### src/hdl/fpms_pkg.sv
// shared types, constants and character helpers for the fuzzy path match scorer
package fpms_pkg;

   localparam int MAX_QUERY    = 32;
   localparam int MAX_PATH_LEN = 4096;

   localparam int QLEN_W  = $clog2(MAX_QUERY + 1);
   localparam int PATH_W  = $clog2(MAX_PATH_LEN + 1);
   localparam int SCORE_W = 10;
   localparam int SCORE_MAX = 1023;

   // points per matched character
   localparam int E_BASE_PTS = 2;
   localparam int E_ADJ_PTS  = 2;
   localparam int E_BND_PTS  = 3;
   localparam int C_BASE_PTS = 1;
   localparam int C_ADJ_PTS  = 1;
   localparam int C_BND_PTS  = 2;

   // end of path bonus terms
   localparam int E_CONT_MULT = 3;
   localparam int C_CONT_MULT = 2;
   localparam int E_LEN_DIV   = 10;
   localparam int C_LEN_DIV   = 20;

   localparam int PTS_W = $clog2((E_BASE_PTS + E_ADJ_PTS + E_BND_PTS) * MAX_QUERY + 1);

   localparam logic CMD_QUERY = 1'b0;
   localparam logic CMD_PATH  = 1'b1;

   typedef struct packed {
      logic       command;
      logic [7:0] char_byte;
      logic       last;
   } req_type;

   typedef struct packed {
      logic [SCORE_W-1:0] score;
      logic               case_exact;
      logic               truncated;
   } rsp_type;

   // broadcast controls from the top level to every cell
   typedef struct packed {
      logic qwr;
      logic new_query;
      logic step;
      logic clear;
   } cell_ctl_type;

   // what a cell hands to its right neighbor
   typedef struct packed {
      logic used;
      logic ehit;
      logic chit;
      logic ewin;
      logic cwin;
   } link_type;

   // per cell status gathered by the top level
   typedef struct packed {
      logic eact;
      logic ehit;
      logic cact;
      logic chit;
      logic econt;
      logic ccont;
   } cell_stat_type;

   // snapshot of a finished path
   typedef struct packed {
      logic              exact_ok;
      logic              caseless_ok;
      logic              contained;
      logic [PTS_W-1:0]  pts;
      logic [QLEN_W-1:0] qlen;
      logic [PATH_W-1:0] plen;
      logic              truncated;
   } fin_type;

   function automatic logic is_alnum(input logic [7:0] c);
      return (c inside {[8'h30:8'h39], [8'h41:8'h5A], [8'h61:8'h7A]});
   endfunction

   function automatic logic [7:0] lower_ascii(input logic [7:0] c);
      return (c inside {[8'h41:8'h5A]}) ? c + 8'd32 : c;
   endfunction

endpackage

### src/hdl/fpms_cell.sv
// one query position: stored character, match tokens and shift-and window bits
module fpms_cell import fpms_pkg::*; (
   input  logic          clock,
   input  logic          reset,
   input  cell_ctl_type  ctl,
   input  logic [7:0]    char_byte,
   input  logic [7:0]    char_lower,
   input  logic          head,
   input  link_type      prev,
   input  logic          next_used,
   output link_type      link,
   output cell_stat_type stat
);

   logic [7:0] qchar_ff;
   logic       used_ff, used_in;
   logic       etok_ff, etok_in;
   logic       ctok_ff, ctok_in;
   logic       ewin_ff, ewin_in;
   logic       cwin_ff, cwin_in;

   logic eq_e, eq_c, ehit, chit, ewin_new, cwin_new, wr;

   always_comb begin
      eq_e     = (qchar_ff == char_byte);
      eq_c     = (lower_ascii(qchar_ff) == char_lower);
      ehit     = etok_ff & used_ff & eq_e;
      chit     = ctok_ff & used_ff & eq_c;
      ewin_new = prev.ewin & eq_e & used_ff;
      cwin_new = prev.cwin & eq_c & used_ff;
      // first free position takes the query character
      wr       = ctl.qwr & (ctl.new_query ? head : (~used_ff & prev.used));
   end

   always_comb begin
      used_in = used_ff;
      if (ctl.qwr) begin
         used_in = ctl.new_query ? head : (used_ff | wr);
      end
      etok_in = etok_ff;
      ctok_in = ctok_ff;
      ewin_in = ewin_ff;
      cwin_in = cwin_ff;
      if (ctl.clear) begin
         etok_in = head;
         ctok_in = head;
         ewin_in = 1'b0;
         cwin_in = 1'b0;
      end else if (ctl.step) begin
         etok_in = (etok_ff & ~ehit) | prev.ehit;
         ctok_in = (ctok_ff & ~chit) | prev.chit;
         ewin_in = ewin_new;
         cwin_in = cwin_new;
      end
   end

   always_ff @(posedge clock) begin
      if (reset) begin
         used_ff <= 1'b0;
         etok_ff <= head;
         ctok_ff <= head;
         ewin_ff <= 1'b0;
         cwin_ff <= 1'b0;
      end else begin
         used_ff <= used_in;
         etok_ff <= etok_in;
         ctok_ff <= ctok_in;
         ewin_ff <= ewin_in;
         cwin_ff <= cwin_in;
      end
   end

   always_ff @(posedge clock) begin
      if (wr) begin
         qchar_ff <= char_byte;
      end
   end

   always_comb begin
      link.used  = used_ff;
      link.ehit  = ehit;
      link.chit  = chit;
      link.ewin  = ewin_ff;
      link.cwin  = cwin_ff;
      stat.eact  = etok_ff & used_ff;
      stat.ehit  = ehit;
      stat.cact  = ctok_ff & used_ff;
      stat.chit  = chit;
      stat.econt = ewin_new & ~next_used;
      stat.ccont = cwin_new & ~next_used;
   end

endmodule

### src/hdl/fpms_score.sv
// final score of a finished path: length bonus by reciprocal multiply, sum, saturation
module fpms_score import fpms_pkg::*; (
   input  fin_type fin,
   output rsp_type rsp
);

   localparam int E_SHIFT = PATH_W + 4;
   localparam int C_SHIFT = PATH_W + 5;
   localparam int E_RECIP = (1 << E_SHIFT) / E_LEN_DIV + 1;
   localparam int C_RECIP = (1 << C_SHIFT) / C_LEN_DIV + 1;
   localparam int PROD_W  = PATH_W + C_SHIFT;
   localparam int SUM_W   = ((PATH_W > PTS_W + 2) ? PATH_W : PTS_W + 2) + 2;

   logic [PROD_W-1:0] e_prod, c_prod;
   logic [PATH_W-1:0] e_quot, c_quot;
   logic [SUM_W-1:0]  e_sum, c_sum, sum;

   always_comb begin
      e_prod = PROD_W'(fin.plen) * PROD_W'(E_RECIP);
      c_prod = PROD_W'(fin.plen) * PROD_W'(C_RECIP);
      e_quot = PATH_W'(e_prod >> E_SHIFT);
      c_quot = PATH_W'(c_prod >> C_SHIFT);
      e_sum  = SUM_W'(fin.pts) + SUM_W'(e_quot)
             + (fin.contained ? SUM_W'(E_CONT_MULT) * SUM_W'(fin.qlen) : '0);
      c_sum  = SUM_W'(fin.pts) + SUM_W'(c_quot)
             + (fin.contained ? SUM_W'(C_CONT_MULT) * SUM_W'(fin.qlen) : '0);
      sum    = fin.exact_ok ? e_sum : c_sum;

      if (!(fin.exact_ok | fin.caseless_ok)) begin
         rsp.score = '0;
      end else if (sum > SUM_W'(SCORE_MAX)) begin
         rsp.score = SCORE_W'(SCORE_MAX);
      end else begin
         rsp.score = sum[SCORE_W-1:0];
      end
      rsp.case_exact = fin.exact_ok;
      rsp.truncated  = fin.truncated;
   end

endmodule

### src/hdl/fuzzy_path_match_score.sv
// top level of the fuzzy path match scorer: cell row, path state, score stage, output register
//
//   channel  | ports                      | direction | moves
//   request  | req_valid/req_ready/req_item | in      | one query or path character per item
//   response | rsp_valid/rsp_ready/rsp_item | out     | one score item per finished path
//
// one item per cycle while req_ready is high; every cell of the row compares the character in the same cycle
// a path item with last set gives its result through the snapshot stage, then the
// score stage into the output register
// reset is synchronous and clears the query length, path state and the valid flags of both stages
// a waiting result holds the output register; one more finished path may wait in the
// snapshot stage, and only when both are full does req_ready drop
module fuzzy_path_match_score import fpms_pkg::*; (
   input  logic    clock,
   input  logic    reset,
   input  logic    req_valid,
   output logic    req_ready,
   input  req_type req_item,
   output logic    rsp_valid,
   input  logic    rsp_ready,
   output rsp_type rsp_item
);

   // handshake and stage control
   logic fin_valid_ff, fin_valid_in;
   logic rsp_valid_ff, rsp_valid_in;
   logic rsp_adv;
   fin_type fin_ff, fin_in;
   rsp_type rsp_ff, score_out;

   // query state
   logic [QLEN_W-1:0] qlen_ff, qlen_in;
   logic              closed_ff, closed_in;
   logic              qtrunc_ff, qtrunc_in;

   // per path state
   logic [QLEN_W-1:0] eidx_ff, eidx_in, eidx_upd;
   logic [QLEN_W-1:0] cidx_ff, cidx_in, cidx_upd;
   logic              eadj_ff, eadj_in, eadj_upd;
   logic              cadj_ff, cadj_in, cadj_upd;
   logic [PTS_W-1:0]  epts_ff, epts_in, epts_upd;
   logic [PTS_W-1:0]  cpts_ff, cpts_in, cpts_upd;
   logic              econt_ff, econt_in, econt_upd;
   logic              ccont_ff, ccont_in, ccont_upd;
   logic              palnum_ff, palnum_in, palnum_upd;
   logic [PATH_W-1:0] plen_ff, plen_in, plen_upd;
   logic              ovf_ff, ovf_in, ovf_upd;

   // item decode
   logic acc, is_path, take, pend, alnum, boundary;
   logic [7:0] char_lower;
   cell_ctl_type ctl;

   // cell row wiring
   link_type      link_v [MAX_QUERY+1];
   cell_stat_type stat_v [MAX_QUERY];
   logic [MAX_QUERY:0]   used_v;
   logic [MAX_QUERY-1:0] eact_v, ehit_v, cact_v, chit_v, econt_v, ccont_v;
   logic eact, ehit, cact, chit;
   logic exact_ok, caseless_ok;

   // ---- handshake ----
   always_comb begin
      rsp_adv      = fin_valid_ff & (~rsp_valid_ff | rsp_ready);
      req_ready    = ~fin_valid_ff | rsp_adv;
      acc          = req_valid & req_ready;
      is_path      = (req_item.command == CMD_PATH);
      take         = acc & is_path & (plen_ff < PATH_W'(MAX_PATH_LEN));
      pend         = acc & is_path & req_item.last;
      fin_valid_in = pend | (fin_valid_ff & ~rsp_adv);
      rsp_valid_in = rsp_adv | (rsp_valid_ff & ~rsp_ready);
   end

   // ---- broadcast controls ----
   always_comb begin
      ctl.qwr       = acc & (req_item.command == CMD_QUERY);
      ctl.new_query = ctl.qwr & closed_ff;
      ctl.step      = take;
      // a new query abandons the path in progress; a finished path starts over
      ctl.clear     = ctl.new_query | pend;
      char_lower    = lower_ascii(req_item.char_byte);
      alnum         = is_alnum(req_item.char_byte);
      boundary      = (plen_ff == '0) | (alnum != palnum_ff);
   end

   // ---- cell row ----
   assign link_v[0] = '{used: 1'b1, ehit: 1'b0, chit: 1'b0, ewin: 1'b1, cwin: 1'b1};
   assign used_v[MAX_QUERY] = 1'b0;

   for (genvar i = 0; i < MAX_QUERY; i++) begin : g_cell
      localparam bit IS_HEAD = (i == 0);

      fpms_cell u_cell (
         .clock      (clock),
         .reset      (reset),
         .ctl        (ctl),
         .char_byte  (req_item.char_byte),
         .char_lower (char_lower),
         .head       (IS_HEAD),
         .prev       (link_v[i]),
         .next_used  (used_v[i+1]),
         .link       (link_v[i+1]),
         .stat       (stat_v[i])
      );

      assign used_v[i]  = link_v[i+1].used;
      assign eact_v[i]  = stat_v[i].eact;
      assign ehit_v[i]  = stat_v[i].ehit;
      assign cact_v[i]  = stat_v[i].cact;
      assign chit_v[i]  = stat_v[i].chit;
      assign econt_v[i] = stat_v[i].econt;
      assign ccont_v[i] = stat_v[i].ccont;
   end

   always_comb begin
      eact = |eact_v;
      ehit = |ehit_v;
      cact = |cact_v;
      chit = |chit_v;
   end

   // ---- path state after this character ----
   always_comb begin
      eidx_upd   = eidx_ff;
      cidx_upd   = cidx_ff;
      eadj_upd   = eadj_ff;
      cadj_upd   = cadj_ff;
      epts_upd   = epts_ff;
      cpts_upd   = cpts_ff;
      econt_upd  = econt_ff;
      ccont_upd  = ccont_ff;
      palnum_upd = palnum_ff;
      plen_upd   = plen_ff;
      ovf_upd    = ovf_ff | (acc & is_path & ~take);
      if (take) begin
         eidx_upd = eidx_ff + QLEN_W'(ehit);
         cidx_upd = cidx_ff + QLEN_W'(chit);
         // adjacency only moves while that match still has query left
         if (eact) begin
            eadj_upd = ehit;
         end
         if (cact) begin
            cadj_upd = chit;
         end
         if (ehit) begin
            epts_upd = epts_ff + PTS_W'(E_BASE_PTS)
                     + (eadj_ff  ? PTS_W'(E_ADJ_PTS) : '0)
                     + (boundary ? PTS_W'(E_BND_PTS) : '0);
         end
         if (chit) begin
            cpts_upd = cpts_ff + PTS_W'(C_BASE_PTS)
                     + (cadj_ff  ? PTS_W'(C_ADJ_PTS) : '0)
                     + (boundary ? PTS_W'(C_BND_PTS) : '0);
         end
         econt_upd  = econt_ff | (|econt_v);
         ccont_upd  = ccont_ff | (|ccont_v);
         palnum_upd = alnum;
         plen_upd   = plen_ff + PATH_W'(1);
      end
   end

   // ---- next register values ----
   always_comb begin
      if (ctl.clear) begin
         eidx_in   = '0;
         cidx_in   = '0;
         eadj_in   = 1'b1;
         cadj_in   = 1'b1;
         epts_in   = '0;
         cpts_in   = '0;
         econt_in  = 1'b0;
         ccont_in  = 1'b0;
         palnum_in = 1'b0;
         plen_in   = '0;
         ovf_in    = 1'b0;
      end else begin
         eidx_in   = eidx_upd;
         cidx_in   = cidx_upd;
         eadj_in   = eadj_upd;
         cadj_in   = cadj_upd;
         epts_in   = epts_upd;
         cpts_in   = cpts_upd;
         econt_in  = econt_upd;
         ccont_in  = ccont_upd;
         palnum_in = palnum_upd;
         plen_in   = plen_upd;
         ovf_in    = ovf_upd;
      end

      qlen_in   = qlen_ff;
      qtrunc_in = qtrunc_ff;
      closed_in = closed_ff;
      if (ctl.new_query) begin
         qlen_in   = QLEN_W'(1);
         qtrunc_in = 1'b0;
      end else if (ctl.qwr) begin
         if (qlen_ff < QLEN_W'(MAX_QUERY)) begin
            qlen_in = qlen_ff + QLEN_W'(1);
         end else begin
            qtrunc_in = 1'b1;
         end
      end
      if (ctl.qwr) begin
         closed_in = req_item.last;
      end else if (acc & is_path) begin
         // a path character closes a query still open
         closed_in = 1'b1;
      end
   end

   // ---- snapshot of a finished path ----
   always_comb begin
      exact_ok           = (qlen_ff != '0) & (eidx_upd == qlen_ff);
      caseless_ok        = (qlen_ff != '0) & (cidx_upd == qlen_ff);
      fin_in.exact_ok    = exact_ok;
      fin_in.caseless_ok = caseless_ok;
      fin_in.contained   = exact_ok ? econt_upd : ccont_upd;
      fin_in.pts         = exact_ok ? epts_upd : cpts_upd;
      fin_in.qlen        = qlen_ff;
      fin_in.plen        = plen_upd;
      fin_in.truncated   = ovf_upd | qtrunc_ff;
   end

   fpms_score u_score (
      .fin (fin_ff),
      .rsp (score_out)
   );

   // ---- registers ----
   always_ff @(posedge clock) begin
      if (reset) begin
         fin_valid_ff <= 1'b0;
         rsp_valid_ff <= 1'b0;
         qlen_ff      <= '0;
         closed_ff    <= 1'b1;
         qtrunc_ff    <= 1'b0;
         eidx_ff      <= '0;
         cidx_ff      <= '0;
         eadj_ff      <= 1'b1;
         cadj_ff      <= 1'b1;
         epts_ff      <= '0;
         cpts_ff      <= '0;
         econt_ff     <= 1'b0;
         ccont_ff     <= 1'b0;
         palnum_ff    <= 1'b0;
         plen_ff      <= '0;
         ovf_ff       <= 1'b0;
      end else begin
         fin_valid_ff <= fin_valid_in;
         rsp_valid_ff <= rsp_valid_in;
         qlen_ff      <= qlen_in;
         closed_ff    <= closed_in;
         qtrunc_ff    <= qtrunc_in;
         eidx_ff      <= eidx_in;
         cidx_ff      <= cidx_in;
         eadj_ff      <= eadj_in;
         cadj_ff      <= cadj_in;
         epts_ff      <= epts_in;
         cpts_ff      <= cpts_in;
         econt_ff     <= econt_in;
         ccont_ff     <= ccont_in;
         palnum_ff    <= palnum_in;
         plen_ff      <= plen_in;
         ovf_ff       <= ovf_in;
      end
   end

   // payload stages, no reset
   always_ff @(posedge clock) begin
      if (pend) begin
         fin_ff <= fin_in;
      end
      if (rsp_adv) begin
         rsp_ff <= score_out;
      end
   end

   assign rsp_valid = rsp_valid_ff;
   assign rsp_item  = rsp_ff;

   // ---- checks ----
   a_index_bound: assert property (@(posedge clock) disable iff (reset)
      (eidx_ff <= qlen_ff) && (cidx_ff <= qlen_ff))
      else $error("match index ran past the query length");

   a_stall_cause: assert property (@(posedge clock) disable iff (reset)
      !req_ready |-> (fin_valid_ff && rsp_valid_ff && !rsp_ready))
      else $error("request stalled while a stage was free");

   a_path_cleared: assert property (@(posedge clock) disable iff (reset)
      pend |=> (eidx_ff == '0) && (cidx_ff == '0) && (plen_ff == '0))
      else $error("path state not cleared after a finished path");

   a_exact_scores: assert property (@(posedge clock) disable iff (reset)
      (rsp_valid && rsp_item.case_exact) |-> (rsp_item.score != '0))
      else $error("exact match finished with a zero score");

endmodule

### config.mk
export PLATFORM = sky130hd
export DESIGN_NAME = fuzzy_path_match_score
export DESIGN_NICKNAME = d
export VERILOG_FILES = /design/src/hdl/fpms_pkg.sv /design/src/hdl/fpms_cell.sv /design/src/hdl/fpms_score.sv /design/src/hdl/fuzzy_path_match_score.sv
export SDC_FILE = /design/constraint.sdc
export NUM_CORES = 1
export LEC_CHECK = 0
export BUFFER_PORTS_ARGS = -buffer_cell sky130_fd_sc_hd__buf_2
export CORE_MARGIN = 3
export CORE_UTILIZATION = 65
export DETAILED_ROUTE_END_ITERATION = 8
export GPL_ROUTABILITY_DRIVEN = 1
export HOLD_SLACK_MARGIN = 0.05
export MAX_ROUTING_LAYER = met4
export PLACE_DENSITY = 0.81
export SLEW_MARGIN = 30
export SYNTH_ARGS = -nofsm -noshare
export SYNTH_HDL_FRONTEND = slang
export SYNTH_SLANG_ARGS = --single-unit
### constraint.sdc
create_clock -name clock -period 20 [get_ports clock]
set_input_delay 0 -clock clock [delete_from_list [all_inputs] [get_ports clock]]
set_output_delay 0 -clock clock [all_outputs]
set_load 0.1 [all_outputs]
**After elaboration in Yosys (flattened, before gate mapping)**

Index checks and enable logic that the tools add are counted.

- Latch bits: 0
- Output and inout bits: 14
- Bits of input ports: 14
- Memory bits (read-only): 0
- Flip-flop bits (word level): 514
- Memories: 0
- Bits in writable memories: 0
- Word-level logic and storage cells: 1244

- Muxes and demuxes: 121
- Bitwise logic cells: 663
- Order comparisons: 73
- Eq/ne operators: 67
- Add/subtract/negate cells: 47
- Multiply operators: 2
- Shifts and indexed selects: 0
- Reductions and logical operators: 54
- Divide/modulo/power cells: 0

Operators by type and width:

| operator | count |
|---|---|
| equality test 8 bit | 64 |
| bitwise AND 1 bit | 455 |
| 2-to-1 mux 8 bit | 39 |
| greater-or-equal comparator 8 x 7 -> 1 bit (second input constant) | 34 |
| less-or-equal comparator 8 x 7 -> 1 bit (second input constant) | 34 |
| adder 8 x 6 -> 8 bit (second input constant) | 33 |
| OR reduction 32 bit | 6 |
| bitwise OR 1 bit | 105 |
| NOT 1 bit | 103 |
| 2-to-1 mux 1 bit | 73 |
| logical AND 1 bit | 35 |
| adder 15 bit | 2 |
| multiplier 13 x 12 -> 25 bit (second input constant) | 1 |
| adder 8 x 2 -> 8 bit | 3 |
| > comparator 15 x 10 -> 1 bit (second input constant) | 1 |
| 2-to-1 mux 15 bit | 1 |
| adder 13 x 1 -> 13 bit (second input constant) | 1 |
| zero test 13 bit | 1 |
| < comparator 13 bit (second input constant) | 1 |
| 2-to-1 mux 13 bit | 1 |
| adder 6 x 1 -> 6 bit | 2 |
| equality test 6 bit | 2 |
| 2-to-1 mux 6 bit | 2 |
| adder 8 x 10 -> 11 bit | 1 |
| 18 further kinds | 27 |

**Logic depth before layout (Yosys ltp)**

Gate-level depths: netlist (run 1).

- Depth in word-level cells: 11
- Depth in mapped cells: 32
- Depth with buffers taken out: 32

**Hierarchy**

From an unflattened synthesis (run 1), not the netlist that was laid out.

- Cell total of the unflattened synthesis: 3865
- Area, all modules: 38096.5 sq um

By module, submodules not included:

| module | sequential area each (sq um) | cells an instance | instances | area each (sq um) |
|---|---|---|---|---|
| fpms_cell | 360.3 | 90 | 32 | 900.9 |
| fuzzy_path_match_score | 2432.3 | 481 | 1 | 4874.7 |
| fpms_score | 0.0 | 504 | 1 | 4394.2 |

**Worst setup path after synthesis (run 1)**

Ideal clock, no wire load.

- Path type: register to register
- Start point: register fin_ff[7] (netlist bit)
- End point: register rsp_ff, in the netlist rsp_item[10] (data pin)
- Required time: 19.700 ns
- Slack: 12.728 ns
- Path buffers: 0
- Library setup time: 0.300 ns
- Period minus slack after synthesis: 7.272 ns
- Data arrival time: 6.972 ns
- Cell stages (with the launch flop): 30
- Path through: edfxtp_1 -> ha_1 -> inv_1 -> fa_1 -> inv_1 -> fa_1 -> fa_1 -> inv_1 -> fa_1 -> inv_1 -> ha_1 -> a21o_1 -> a21oi_1 -> a2bb2oi_1 -> o31ai_1 -> nor2_1 -> xnor2_1 -> ha_1 -> xor2_1 -> ha_1 -> nor2b_1 -> o21ai_0 -> a21oi_1 -> o21ai_0 -> a21oi_1 -> o21ai_0 -> and2_1 -> nor2_1 -> o31ai_1 -> a21boi_0

- Cells in the longest elaborated chain, start to end: 6
- Elaborated cells between the ends (all ways): 8
- Those cells by class: add/sub: 4; mul: 1; order compare: 1; mux: 2

RTL lines:

| element | RTL line | RTL |
|---|---|---|
| start, declared | fuzzy_path_match_score.sv:28 | `fin_type fin_ff, fin_in;` |
| start signal, assigned | fuzzy_path_match_score.sv:271 | `fin_ff <= fin_in;` |
| multiplier 13 x 12 -> 25 bit * | fpms_score.sv:19, fpms_score.sv:20 |  |
| adder 8 x 10 -> 11 bit or adder 8 x 9 -> 10 bit (tied branches) | fpms_score.sv:23, fpms_score.sv:25 |  |
| adder 15 bit, on equally long branches | fpms_score.sv:24, fpms_score.sv:26 |  |
| 2-to-1 mux 15 bit * | fpms_score.sv:27 | `sum = fin.exact_ok ? e_sum : c_sum;` |
| > comparator 15 x 10 -> 1 bit | fpms_score.sv:31 | `end else if (sum > SUM_W'(SCORE_MAX)) begin` |
| 2-to-1 mux 10 bit * | fpms_score.sv:31 |  |
| end signal, assigned | fuzzy_path_match_score.sv:274 | `rsp_ff <= score_out;` |
| end, declared | fuzzy_path_match_score.sv:29 | `rsp_type rsp_ff, score_out;` |

Mark *: on every way between the ends. The rest lies on a longest branch, timed or not.
A chain may end at the register's enable or synchronous reset.

**Final worst setup path (run 1)**

- Start point: register fin_ff[9] (netlist bit)
- End point: register rsp_ff, in the netlist rsp_item[11] (data pin)

Same word-level chain as after synthesis.

==> impl_metrics.toml, run 1 <==
[timing]
setup-violations-final = 0
maxSlewViolCount = 0
slew_headroom = 0.3092
rsz0062_at_grt = "no"
min_period_ns = 8.442
worstMarginPinSlew_ns = 1.022
hold_violations = 0
holdWs_ns = 0.1134
tns_ns = 0
max_freq_ghz = 0.1185
fin_skew_ns = 0.01212
finalCritPeriodShare = 0.4221

[critical_path]
reg2regPathDepth = 29
reg2reg_to = "rsp_item[11]"
ff2ff_setup_slack_ns = 11.56
max_stage_delay_ns = 0.60
r2r-start = "fin_ff[9]"
crit_path_max_fanout = 5
cp_top_family = "adder cells"
start_kind = "register"
cp.required_ns = 20.38
setup.worst_path.class = "register to register"
crit_buf_inv = 4
cp-end-kind = "register"
arrival_ns = 8.82
slowest_stage = "o31ai_1"

[clocking]
cts_hold_buf = 14
cts_resized = 0
cts_tree = "built"
clk_pin_slew_ns = 0.06
post-cts-setup-buffers = 0
cts_buffers = 54
h-tree-depth = 2
cts_root_buf = "clkbuf_16"
clock-sinks = 514
cts_buffer_depth = 3
clk_latency_ns = 0.62

[detailed_routing]
avgViaCountPerCell = 6.556
wirelength_um = 90310
first_iter_violations = 2299
via_count = 24520
firstDrtPassIters = 6
wire_per_inst_um = 24.15
drc = 0
detail-route-antenna-nets = 0

[synthesis]
synth_cell_types = 86
synthFlopType = "edfxtp_1"
synthCells = 3081
synthArstFlopShare = 0
synth_edf_count = 299
ys_ff_latch = 514
yosysSeqAreaShare = 0.4307
netlist_area_mm2 = 0.03084
yosysWarnings = 0
synthesis.nets = 3321
synth_area_per_cell_um2 = 10.01

[global_route]
grt_pass1_vias = 24320
grt_max_degree = 101
antenna_found_initial = 0
track_usage = 0.3665
overflow = 0
grt_pass1_wl_um = 137300

[floorplan]
dieHeight_um = 223.8
initial_utilization = 0.6596
num_rows = 79
core_area_mm2 = 0.04675
die_w_um = 223.8
ios = 28
die-area_mm2 = 0.05010

[worst_hold_path]
hold_depth = 2
hold_start = "req_item[7]"
hp-class = "input port to register"
holdPathEnd = "g_cell[20].u_cell.qchar_ff[6]"

[pwr]
vdd_drop_max_mv = 0.09536
p_per_area_mw_per_mm2 = 104.2
leakagePower_nw = 12.43

[final_layout]
fin_nets = 3328
antenna_cells = 0
area_growth_pct = 9.035
final_util = 0.7192
drive_above_1_share = 0.07501

[placed_design]
dp_hpwl_um = 64250
io_buffers = 27
gp_congestion = 1.039

[status]
outcome = "complete, no violations"

[job]
cap_violations = 0
## worst register-to-register path: cells and delay by family, from the launching register on
kind	cells	cell delay (ns)
simple gates	4	1.07
fa+ha+maj	8	3.41
buf+inv	4	0.22
xor+xnor	2	0.46
compound gates	10	2.41
mux	1	0.15
flops	1	0.49
## registers in the layout, indices dropped and copies added, names as in the netlist, 8 cells and up
register	cells
g_cell.u_cell.qchar_ff	256
cpts_ff	8
epts_ff	8
g_cell.u_cell.ctok_ff	32
fin_ff	31
g_cell.u_cell.used_ff	32
g_cell.u_cell.ewin_ff	31
rsp_item	12
plen_ff	13
g_cell.u_cell.etok_ff	32
g_cell.u_cell.cwin_ff	31
## synthesized netlist by cell type (all sizes together) (18+ instances only)
library cell | instances | area share
a21oi | 195 | 0.032
a31oi | 44 | 0.0091
xnor2 | 200 | 0.058
a221oi | 19 | 0.0054
xor2 | 221 | 0.063
nand4 | 47 | 0.0095
and3 | 42 | 0.0085
a22o | 26 | 0.0074
fa | 49 | 0.032
dfxtp | 215 | 0.14
a41oi | 18 | 0.0051
nor3 | 102 | 0.017
a21boi | 27 | 0.0066
nor4b | 23 | 0.0071
edfxtp | 299 | 0.29
inv | 204 | 0.025
ha | 177 | 0.072
nor2 | 233 | 0.028
and2 | 42 | 0.0085
a2bb2oi | 24 | 0.0068
nor4 | 48 | 0.011
a32oi | 38 | 0.011
clkbuf | 88 | 0.011
a22oi | 29 | 0.0072
nor3b | 31 | 0.0075
nand3 | 81 | 0.013
buf | 49 | 0.0093
o22ai | 18 | 0.0037
nor2b | 19 | 0.0039
nand2 | 216 | 0.026
o21ai | 45 | 0.0073
a21o | 30 | 0.0073
## stage by stage
stage,power (mW),setup WS (ns),cells,instance area (µm²)
finish,3.505,11.56,3740,33630
detailed placement,2.500,11.58,3624,31640
global placement,2.446,11.87,3624,31540
global route,3.705,10.95,3740,33630
CTS,3.498,11.55,3739,33550
floorplan,2.145,12.73,3081,30840
## cell families after synthesis
family                     count (synthesis)  share of synthesized area
DFF                                      514                     0.4307
buffers and inverters                    341                    0.04487
muxes                                     16                   0.005274
and+or+nand+nor                          965                     0.1609
adders and majority gates                226                     0.1036
AOI/OAI and AO/OA                        595                     0.1321
xor gates and xnor gates                 424                     0.1226
## cells in the final DEF (no fill, tap or decap), types with 24 or more instances in the layout
cell type and count:
a22oi_1 28, a31oi_1 43, o21ai_0 39, a21o_1 30
nand4_1 47, edfxtp_1 299, xnor2_1 197, a32oi_1 38
and3_1 42, a22o_1 26, a21oi_1 194, nor3b_2 26
nor4_1 41, inv_1 203, nand2_1 214, nand3_1 81
dfxtp_1 215, and2_1 42, clkbuf_16 60, nor2_1 232
buf_4 53, fa_1 49, a21boi_0 27, ha_1 177
xor2_1 221, a2bb2oi_1 24, nor3_1 99
## cell type report
type / count / area [µm²]
fill: 3352 / 13130
inverter: 204 / 765.7
tap: 607 / 759.5
multi-input combinational: 2226 / 16400
clock inverter: 28 / 200.2
sequential: 514 / 13280
timing repair buffer: 88 / 649.4
clock buffer: 73 / 1570
## routing by layer
metal,vias up,track usage,share of wire
met2,1178,0.6021,0.48
met3,333,0.05596,0.080
met1,11870,0.4384,0.38
li1,11140,-,-
met4,0,0.1969,0.059
met5,-,-,0
## how the worst max path moves through the flow
stage / start / to / slack (ns) / depth (start not counted)
6_report: fin_ff[9] / rsp_item[11] / 11.56 / 29
5_1_grt: fin_ff[9] / rsp_item[11] / 10.95 / 29
2_1_floorplan: fin_ff[7] / rsp_item[10] / 12.73 / 29
3_3_place_gp: fin_ff[7] / rsp_item[10] / 11.87 / 27
4_1_cts: fin_ff[8] / rsp_item[5] / 11.55 / 27
3_5_place_dp: fin_ff[7] / rsp_item[5] / 11.58 / 27
## report_power, final
part	internal [mW]	total, mW	switching, mW
clock	0.576	1.01	0.430
sequential	1.14	1.14	0.00610
combinational	0.537	1.36	0.819
total	2.25	3.50	1.25
Power figures use the tool's default switching activity.
==> run 2, diff against run 1 <==
==> constraint.sdc (replaced) <==
create_clock -name clock -period 8.7 [get_ports clock]
set_input_delay 0 -clock clock [delete_from_list [all_inputs] [get_ports clock]]
set_output_delay 0 -clock clock [all_outputs]
set_load 0.1 [all_outputs]
==> impl_metrics.toml, run 2 (synthesized netlist as in run 1, its figures left out) <==
[placed_design]
post-place-ws_ns = 0.6703
dp_hpwl_um = 63750
io_buffers = 27
gp_congestion = 1.044
dp.cells = 3627

[detailed_routing]
drc = 0
avgViaCountPerCell = 6.503
wire_per_inst_um = 23.46
wirelength_um = 87910
via_count = 24370
first_iter_violations = 2146
firstDrtPassIters = 6
detail-route-antenna-nets = 0

[final_layout]
largest_register_ffs = 256
area_growth_pct = 8.982
final_common_cell = "edfxtp_1"
final_util = 0.7189
fin_nets = 3333
fin_cells = 3747
top_register = "g_cell.u_cell.qchar_ff"
drive_above_1_share = 0.07489
layout_common_cells = "edfxtp_1 (299), nor2_1 (232), xor2_1 (221)"

[critical_path]
cp_top_family = "adder cells"
start_kind = "register"
arrival_ns = 8.43
cp.required_ns = 9.06
slowest_stage = "o31ai_1"
crit_buf_inv = 4
cp-end-kind = "register"
crit_path_max_fanout = 5
max_stage_delay_ns = 0.61
setup.worst_path.class = "register to register"

[timing]
min_period_ns = 8.064
tns_ns = 0
fin_skew_ns = 0.02434
finalCritPeriodShare = 0.9268
maxSlewViolCount = 0
rsz0062_at_grt = "no"
hold_violations = 0
slew_headroom = 0.2625
worstMarginPinSlew_ns = 1.091
setup-violations-final = 0
layout_setup_ws_ns = 0.6365
max_freq_ghz = 0.1240

[global_route]
grt_max_degree = 95
grt_pass1_vias = 24370
overflow = 0
track_usage = 0.3579
antenna_found_initial = 2
grt_pass1_wl_um = 135600

[pwr]
vdd_drop_max_mv = 0.1835
p_comb_frac = 0.386
p_switching_mw = 2.779
power_frac_seq = 0.332
leakagePower_nw = 12.44
power.share.clock = 0.281
swShare = 0.3516
p_per_area_mw_per_mm2 = 235.2
p_int_mw = 5.124
total_power_mw = 7.904

[clocking]
clock-sinks = 514
cts_buffers = 54
cts_buffer_depth = 3
cts_resized = 0
cts_root_buf = "clkbuf_16"
clk_latency_ns = 0.61
cts_tree = "built"
h-tree-depth = 2
clk_pin_slew_ns = 0.06

[floorplan]
initial_utilization = 0.6596
die_w_um = 223.8
num_rows = 79
die-area_mm2 = 0.05010
ios = 28
dieHeight_um = 223.8
core_area_mm2 = 0.04675

[status]
outcome = "complete, no violations"

[worst_hold_path]
hp-class = "input port to register"

[job]
cap_violations = 0
[run 2: through the flow]
stage          hold WS [ns]  instance area, µm²
2_1_floorplan       0.06907               30840
3_3_place_gp         0.3282               31550
3_5_place_dp         0.3351               31670
4_1_cts              0.2443               33520
5_1_grt              0.2886               33610
6_report             0.2806               33610
[run 2: worst paths after layout]
check              start                            end  slack, ns  cells past startpoint
max            fin_ff[4]                   rsp_item[11]       0.64                     29
min          req_item[2]  g_cell[20].u_cell.qchar_ff[1]       0.28                      2
max reg2reg    fin_ff[4]                   rsp_item[11]       0.64                     29
min reg2reg    fin_ff[0]                    rsp_item[0]       0.43                      0
[run 2: power groups by stage]
stage               logic [mW]  registers [mW]  clock network (mW)
detailed placement        3.02            2.68                   0
global route              3.40            2.63                2.34
floorplan                 2.21            2.72                   0
finish                    3.05            2.63                2.22
global placement          2.93            2.68                   0
CTS                       3.05            2.63                2.24
[run 2: routing by layer]
metal,GRT usage,wire [µm],up-vias
li1,-,-,11150
met1,0.4279,33740,11780
met2,0.5950,42400,1126
met3,0.04927,6497,316
met4,0.1857,5266,0
met5,-,0,-
[run 2: area by class of cell]
type,count,area (µm²)
diodes,2,5.005
clock buffers,78,1559
clock inverters,23,145.1
fillers,3432,13140
inverters,204,765.7
multi-input cells,2226,16370
flip-flops and latches,514,13280
well taps,607,759.5
repair buffers,93,718.2
[run 2: what timing repair did]
action                                  CTS  global route
setup buffers                             0             0
endpoints found under the setup margin    0             0
hold buffers                             15             0
endpoints found under the hold margin    83             0
